==> config.mk <==
export PLATFORM = sky130hd
export DESIGN_NAME = sha256_stream_hash_top
export DESIGN_NICKNAME = d
export VERILOG_FILES = /design/src/hw/rtl/shash_pkg.sv /design/src/hw/rtl/shash_round.sv /design/src/hw/rtl/sha256_stream_hash_top.sv
export SDC_FILE = /design/constraint.sdc
export NUM_CORES = 2
export LEC_CHECK = 0
export ABC_AREA = 1
export ABC_CLOCK_PERIOD_IN_PS = 34300
export BUFFER_PORTS_ARGS = -buffer_cell sky130_fd_sc_hd__buf_2
export CORE_MARGIN = 2
export CORE_UTILIZATION = 34
export CTS_CLUSTER_SIZE = 10
export DETAILED_ROUTE_END_ITERATION = 6
export PLACE_DENSITY_LB_ADDON = 0.08
export SLEW_MARGIN = 20
export SYNTH_ARGS = -nofsm -noshare
export SYNTH_HDL_FRONTEND = slang
export SYNTH_SLANG_ARGS = --single-unit
==> constraint.sdc <==
create_clock -name aclk -period 34.3 [get_ports aclk]
set_clock_uncertainty 0.1 [all_clocks]
set_input_delay 1.715 -clock aclk [delete_from_list [all_inputs] [get_ports aclk]]
set_output_delay 1.715 -clock aclk [all_outputs]
set_load 0.005 [all_outputs]
==> src/hw/rtl/shash_pkg.sv <==
// shash_pkg: types, round constants, initial hash words and sigma functions
// for the SHA-256 stream hasher. No dependencies.
package shash_pkg;

    typedef logic [31:0]     word_t;
    typedef logic [7:0]      byte_t;
    typedef word_t [7:0]     work_t;     // element 0 is a / H0
    typedef logic [511:0]    window_t;   // 16-word block / schedule window
    typedef logic [5:0]      round_t;
    typedef logic [60:0]     byte_cnt_t;

    localparam byte_t  PAD_MARK   = 8'h80;
    localparam logic [5:0] LEN_POS    = 6'd56;
    localparam logic [5:0] LAST_BYTE  = 6'd63;
    localparam round_t LAST_ROUND = 6'd63;
    localparam logic [2:0] LAST_WORD  = 3'd7;

    function automatic word_t rotr(input word_t x, input int unsigned n);
        return (x >> n) | (x << (32 - n));
    endfunction

    function automatic word_t big_sigma0(input word_t x);
        return rotr(x, 2) ^ rotr(x, 13) ^ rotr(x, 22);
    endfunction

    function automatic word_t big_sigma1(input word_t x);
        return rotr(x, 6) ^ rotr(x, 11) ^ rotr(x, 25);
    endfunction

    function automatic word_t small_sigma0(input word_t x);
        return rotr(x, 7) ^ rotr(x, 18) ^ (x >> 3);
    endfunction

    function automatic word_t small_sigma1(input word_t x);
        return rotr(x, 17) ^ rotr(x, 19) ^ (x >> 10);
    endfunction

    function automatic work_t init_hash();
        work_t h;
        h[0] = 32'h6a09e667;
        h[1] = 32'hbb67ae85;
        h[2] = 32'h3c6ef372;
        h[3] = 32'ha54ff53a;
        h[4] = 32'h510e527f;
        h[5] = 32'h9b05688c;
        h[6] = 32'h1f83d9ab;
        h[7] = 32'h5be0cd19;
        return h;
    endfunction

    function automatic word_t round_k(input round_t i);
        word_t k;
        case (i)
            6'd0:  k = 32'h428a2f98;  6'd1:  k = 32'h71374491;
            6'd2:  k = 32'hb5c0fbcf;  6'd3:  k = 32'he9b5dba5;
            6'd4:  k = 32'h3956c25b;  6'd5:  k = 32'h59f111f1;
            6'd6:  k = 32'h923f82a4;  6'd7:  k = 32'hab1c5ed5;
            6'd8:  k = 32'hd807aa98;  6'd9:  k = 32'h12835b01;
            6'd10: k = 32'h243185be;  6'd11: k = 32'h550c7dc3;
            6'd12: k = 32'h72be5d74;  6'd13: k = 32'h80deb1fe;
            6'd14: k = 32'h9bdc06a7;  6'd15: k = 32'hc19bf174;
            6'd16: k = 32'he49b69c1;  6'd17: k = 32'hefbe4786;
            6'd18: k = 32'h0fc19dc6;  6'd19: k = 32'h240ca1cc;
            6'd20: k = 32'h2de92c6f;  6'd21: k = 32'h4a7484aa;
            6'd22: k = 32'h5cb0a9dc;  6'd23: k = 32'h76f988da;
            6'd24: k = 32'h983e5152;  6'd25: k = 32'ha831c66d;
            6'd26: k = 32'hb00327c8;  6'd27: k = 32'hbf597fc7;
            6'd28: k = 32'hc6e00bf3;  6'd29: k = 32'hd5a79147;
            6'd30: k = 32'h06ca6351;  6'd31: k = 32'h14292967;
            6'd32: k = 32'h27b70a85;  6'd33: k = 32'h2e1b2138;
            6'd34: k = 32'h4d2c6dfc;  6'd35: k = 32'h53380d13;
            6'd36: k = 32'h650a7354;  6'd37: k = 32'h766a0abb;
            6'd38: k = 32'h81c2c92e;  6'd39: k = 32'h92722c85;
            6'd40: k = 32'ha2bfe8a1;  6'd41: k = 32'ha81a664b;
            6'd42: k = 32'hc24b8b70;  6'd43: k = 32'hc76c51a3;
            6'd44: k = 32'hd192e819;  6'd45: k = 32'hd6990624;
            6'd46: k = 32'hf40e3585;  6'd47: k = 32'h106aa070;
            6'd48: k = 32'h19a4c116;  6'd49: k = 32'h1e376c08;
            6'd50: k = 32'h2748774c;  6'd51: k = 32'h34b0bcb5;
            6'd52: k = 32'h391c0cb3;  6'd53: k = 32'h4ed8aa4a;
            6'd54: k = 32'h5b9cca4f;  6'd55: k = 32'h682e6ff3;
            6'd56: k = 32'h748f82ee;  6'd57: k = 32'h78a5636f;
            6'd58: k = 32'h84c87814;  6'd59: k = 32'h8cc70208;
            6'd60: k = 32'h90befffa;  6'd61: k = 32'ha4506ceb;
            6'd62: k = 32'hbef9a3f7;  6'd63: k = 32'hc67178f2;
            default: k = 32'h0;
        endcase
        return k;
    endfunction

endpackage

==> src/hw/rtl/shash_round.sv <==
// shash_round: one SHA-256 compression round plus the next schedule word.
// Depends on shash_pkg.
module shash_round (
    input  shash_pkg::work_t   v_in,
    input  shash_pkg::round_t  round_idx,
    input  shash_pkg::window_t win,
    output shash_pkg::work_t   v_out,
    output shash_pkg::word_t   w_new
);

    shash_pkg::word_t w0, w1, w9, w14, t1, t2, ch, maj;

    // window holds W[t] in the top word, W[t+15] in the bottom word
    assign w0  = win[511:480];
    assign w1  = win[479:448];
    assign w9  = win[223:192];
    assign w14 = win[63:32];

    assign w_new = shash_pkg::small_sigma1(w14) + w9 + shash_pkg::small_sigma0(w1) + w0;

    assign ch  = (v_in[4] & v_in[5]) ^ (~v_in[4] & v_in[6]);
    assign maj = (v_in[0] & v_in[1]) ^ (v_in[0] & v_in[2]) ^ (v_in[1] & v_in[2]);
    assign t1  = v_in[7] + shash_pkg::big_sigma1(v_in[4]) + ch
               + shash_pkg::round_k(round_idx) + w0;
    assign t2  = shash_pkg::big_sigma0(v_in[0]) + maj;

    assign v_out[0] = t1 + t2;
    assign v_out[1] = v_in[0];
    assign v_out[2] = v_in[1];
    assign v_out[3] = v_in[2];
    assign v_out[4] = v_in[3] + t1;
    assign v_out[5] = v_in[4];
    assign v_out[6] = v_in[5];
    assign v_out[7] = v_in[6];

endmodule

==> src/hw/rtl/sha256_stream_hash_top.sv <==
// sha256_stream_hash_top: SHA-256 over a byte stream, digest out as 8 words.
// Depends on shash_pkg and shash_round.
//
//  channel | ports                                        | role
//  s_      | s_func, s_data_byte                          | absorb byte / finish
//  m_      | m_digest_word, m_word_index, m_last_word     | digest, 8 beats
//
// Absorb beat: the 64th byte of a block starts the compression rounds, then the fold.
// Finish beat: one pad byte per cycle up to the block end, then the block is compressed;
// with fewer than 9 bytes free a second block is padded and compressed as well.
// Then 8 output beats. One shared round unit serves every round.
// s_ready is low while compressing, padding or emitting; m_ valid holds under stall.
// Synchronous active-low reset loads the initial hash words and empties the buffer.
module sha256_stream_hash_top (
    input  logic                aclk,
    input  logic                aresetn,
    input  logic                s_valid,
    output logic                s_ready,
    input  logic                s_func,
    input  logic [7:0]          s_data_byte,
    output logic                m_valid,
    input  logic                m_ready,
    output logic [31:0]         m_digest_word,
    output logic [2:0]          m_word_index,
    output logic                m_last_word
);

    typedef enum logic [2:0] {
        ST_IDLE,
        ST_PAD,
        ST_ROUND,
        ST_FOLD,
        ST_OUT
    } state_t;

    state_t                 state_reg;
    shash_pkg::work_t       h_reg;
    shash_pkg::work_t       v_reg;
    shash_pkg::window_t     blk_reg;
    shash_pkg::round_t      rnd_reg;
    logic [5:0]             fill_reg;
    shash_pkg::byte_cnt_t   byte_cnt_reg;
    logic [63:0]            len_reg;
    logic                   pad_reg;
    logic                   first_reg;
    logic                   extra_reg;
    logic                   m_valid_reg;
    shash_pkg::word_t       m_word_reg;
    logic [2:0]             m_idx_reg;

    shash_pkg::work_t       v_step;
    shash_pkg::word_t       w_new;
    shash_pkg::byte_t       pad_byte;
    logic [2:0]             idx_inc;

    shash_round u_round (
        .v_in      (v_reg),
        .round_idx (rnd_reg),
        .win       (blk_reg),
        .v_out     (v_step),
        .w_new     (w_new)
    );

    // length bytes go in the last 8 slots of the final block
    always_comb begin
        if (first_reg) begin
            pad_byte = shash_pkg::PAD_MARK;
        end else if (fill_reg >= shash_pkg::LEN_POS && !extra_reg) begin
            pad_byte = len_reg[63:56];
        end else begin
            pad_byte = 8'h00;
        end
    end

    assign idx_inc = m_idx_reg + 3'd1;

    assign s_ready       = (state_reg == ST_IDLE);
    assign m_valid       = m_valid_reg;
    assign m_digest_word = m_word_reg;
    assign m_word_index  = m_idx_reg;
    assign m_last_word   = (m_idx_reg == shash_pkg::LAST_WORD);

    always_ff @(posedge aclk) begin
        if (!aresetn) begin
            state_reg    <= ST_IDLE;
            h_reg        <= shash_pkg::init_hash();
            rnd_reg      <= '0;
            fill_reg     <= '0;
            byte_cnt_reg <= '0;
            pad_reg      <= 1'b0;
            first_reg    <= 1'b0;
            extra_reg    <= 1'b0;
            m_valid_reg  <= 1'b0;
            m_idx_reg    <= '0;
        end else begin
            case (state_reg)
                ST_IDLE: begin
                    if (s_valid) begin
                        if (!s_func) begin
                            blk_reg      <= {blk_reg[503:0], s_data_byte};
                            fill_reg     <= fill_reg + 6'd1;
                            byte_cnt_reg <= byte_cnt_reg + 61'd1;
                            if (fill_reg == shash_pkg::LAST_BYTE) begin
                                v_reg     <= h_reg;
                                rnd_reg   <= '0;
                                state_reg <= ST_ROUND;
                            end
                        end else begin
                            pad_reg   <= 1'b1;
                            first_reg <= 1'b1;
                            len_reg   <= {byte_cnt_reg, 3'b000};
                            state_reg <= ST_PAD;
                        end
                    end
                end
                ST_PAD: begin
                    blk_reg   <= {blk_reg[503:0], pad_byte};
                    fill_reg  <= fill_reg + 6'd1;
                    first_reg <= 1'b0;
                    if (first_reg && fill_reg >= shash_pkg::LEN_POS) begin
                        extra_reg <= 1'b1;
                    end
                    if (!first_reg && fill_reg >= shash_pkg::LEN_POS && !extra_reg) begin
                        len_reg <= {len_reg[55:0], 8'h00};
                    end
                    if (fill_reg == shash_pkg::LAST_BYTE) begin
                        v_reg     <= h_reg;
                        rnd_reg   <= '0;
                        state_reg <= ST_ROUND;
                    end
                end
                ST_ROUND: begin
                    v_reg   <= v_step;
                    blk_reg <= {blk_reg[479:0], w_new};
                    rnd_reg <= rnd_reg + 6'd1;
                    if (rnd_reg == shash_pkg::LAST_ROUND) begin
                        state_reg <= ST_FOLD;
                    end
                end
                ST_FOLD: begin
                    for (int i = 0; i < 8; i++) begin
                        h_reg[3'(i)] <= h_reg[3'(i)] + v_reg[3'(i)];
                    end
                    if (!pad_reg) begin
                        state_reg <= ST_IDLE;
                    end else if (extra_reg) begin
                        extra_reg <= 1'b0;
                        state_reg <= ST_PAD;
                    end else begin
                        m_valid_reg <= 1'b1;
                        m_idx_reg   <= '0;
                        m_word_reg  <= h_reg[0] + v_reg[0];
                        state_reg   <= ST_OUT;
                    end
                end
                ST_OUT: begin
                    if (m_ready) begin
                        if (m_idx_reg == shash_pkg::LAST_WORD) begin
                            m_valid_reg  <= 1'b0;
                            m_idx_reg    <= '0;
                            h_reg        <= shash_pkg::init_hash();
                            fill_reg     <= '0;
                            byte_cnt_reg <= '0;
                            pad_reg      <= 1'b0;
                            state_reg    <= ST_IDLE;
                        end else begin
                            m_idx_reg  <= idx_inc;
                            m_word_reg <= h_reg[idx_inc];
                        end
                    end
                end
                default: begin
                    state_reg <= ST_IDLE;
                end
            endcase
        end
    end

endmodule
==> out/qor.txt <==
# DRC - 0
WL/cell - 25.1 µm
Crit Path Max Fanout - 7
DRC marker count from the first detailed-route iteration - 7,731
Chip Height - 465 µm
Cells after Synth - 9,256
wire length of the first global-routing pass - 434,000 µm
DR pass1 iterations - 6
CP endpoint kind - register
GRT Resource Usage Total - 0.273
Seq/Total Area, Yosys - 0.424
Fillers - 22.4k
Final Wtd Congestion - 1.03
post-CTS setup buffers - 0
die width - 465 µm
initial antenna violation count - 33
Peak supply drop - 0.0000498 V
WP buf/inv - 5
syn nets - 9,736
HPWL after detailed placement - 233,000 µm
Seq. cell area - 30,700 µm²
setup tns final - 0 ns
pin count of the biggest net entering global routing - 172
relative slew slack - 0.133
EDFF count, synth - 861
max_cap viols - 0
most frequent cells in the layout - nand2_1, inv_1, edfxtp_1
Clock Path Buffers - 3
Port Buffers - 50
WL final - 302,000 µm
clk sink count - 1,104
startpoint types - register
share of cells above drive strength 1 - 0.0447
crit path kind - register to register
DIE AREA - 217,000 µm²
Slew @ Worst Pin - 1.30 ns
IO Pins - 51
leak pwr - 33.8 nW
CTS tree - done
Hold Path Class - register to register
Power Dens Cells - 39.5 nW/µm²
post-CTS resize count - 0
ys async rst share - 0
vias in the first global route - 61.0k
min Tclk post-route - 7.38 ns
Max H-tree Level - 4
setup violation total in the final timing report - 0
Cells after DPL - 11.8k
total CTS buffers - 143
syn avg cell area - 7.82 µm²
Core Footprint - 212,000 µm²
fin nets - 9,618
Critical Path RT - 34.75 ns
crit share post-route - 0.215
CP dominant cell by count - nand2_1
area growth from synthesis to layout - 10.2%
RSZ-0062 raised after global routing - no
Slowest-stage cell, CP - edfxtp_1
Root Buffer - clkbuf_16
CP delay by family, top - adder cells
Synth Register Bits - 1,104
Final Hold Viols - 0
commonest non-fill, non-tap cell in the layout - nand2_1
Most used DFF post-synth - edfxtp_1
Yosys warning count - 0
WP data arrival - 7.83 ns
Synth area leaders - edfxtp_1, nand2_1, dfxtp_1
largest area contributor in the synthesized netlist - edfxtp_1
Netlist cell types - 56
Peak Freq - 136 MHz
Via Count - 64.0k
final core occ - 0.377
vias per cell - 5.31
Slew Viols, Final - 0
Worst-path clk slew - 0.06 ns
Std-Cell Rows - 169
clock latency on the worst-skew pair - 0.81 ns
share of the synthesized area in the top cell type - 0.357
Congestion Overflow GR - 0
Detail Route Antenna Nets - 0
Layout Cells excl Fill - 12.1k
synthesized cell area - 72,400 µm²
status - completed
max reg flops - 512
Critical Path Max Stage Delay - 0.61 ns
# hold bufs at CTS - 0
area of the multi-input gates - 36,100 µm²
initial cell density of the core - 0.342
metal layers:
metal	track usage	up-vias	share of wire
met2	0.385	2409	0.41
met4	0.0559	8	0.020
li1	-	30000	-
met5	0	-	0.00016
met3	0.0558	321	0.085
met1	0.424	31200	0.49
cell usage after synthesis (35+ instances only):
cell type / n
ha_1: 276
nor3_1: 84
nand2_1: 2983
xnor2_1: 140
fa_1: 191
dfxtp_1: 243
clkbuf_1: 317
a21o_1: 41
o211ai_1: 35
xor2_1: 176
buf_2: 52
inv_1: 1085
nor2_1: 569
or2_2: 53
a21oi_1: 569
edfxtp_1: 861
nand4_1: 97
o21ai_0: 684
nand3_1: 516
kinds of logic (layout without fill, tap and decap cells):
family / count (synthesis) / in the layout / synth area share
compound gates: 1502 / 1502 / 0.112
buf+inv: 1486 / 1463 / 0.0781
simple gates: 4381 / 4381 / 0.247
fa+ha+maj: 467 / 467 / 0.101
xor+xnor: 316 / 316 / 0.0382
flops: 1104 / 1104 / 0.424
other cells: 0 / 2 / 0
final cells by class:
| class | instances | share of cell area |
|---|---|---|
| repair buffers | 127 | 0.0108 |
| flip-flops and latches | 1104 | 0.385 |
| multi-input cells | 6666 | 0.453 |
| diodes | 2 | 0.0000627 |
| inverters | 1096 | 0.0517 |
| well taps | 2821 | 0.0442 |
| clock inverters | 36 | 0.00513 |
| clock buffers | 204 | 0.0504 |
power by group:
part | switching (mW) | internal (mW) | leakage [nW] | total (mW)
Clock | 0.627 | 0.852 | 2.15 | 1.48
Sequential | 0.0177 | 1.46 | 9.16 | 1.48
Combinational | 0.137 | 0.0593 | 22.5 | 0.196
worst paths after layout:
path                        start              end  slack (ns)  depth (start not counted)
hold reg to reg   byte_cnt_reg[2]  byte_cnt_reg[2]        0.37                          1
hold / removal    byte_cnt_reg[2]  byte_cnt_reg[2]        0.37                          1
setup / recovery       v_reg[147]        v_reg[31]       26.92                         31
setup reg to reg       v_reg[147]        v_reg[31]       26.92                         31
through the flow:
step                      total power, mW  hold slack (ns)  worst slack (ns)  area, µm²
after detailed placement             1.70            0.359             27.06      75300
after floorplan                      1.65            0.334              9.00      72400
after global routing                 3.26            0.401             26.47      79800
after global placement               1.70            0.354             27.00      75300
final                                3.15            0.368             26.92      79800
after CTS                            3.19            0.369             27.03      79800
worst register-to-register path: cells and delay by family, from the launching register on:
kind	cells	cell delay [ns]
compound gates	1	0.12
xor+xnor	3	0.77
fa+ha+maj	6	2.78
buf+inv	5	0.33
flops	1	0.61
simple gates	16	2.43
No activity file was read; power rests on OpenSTA's default activity.
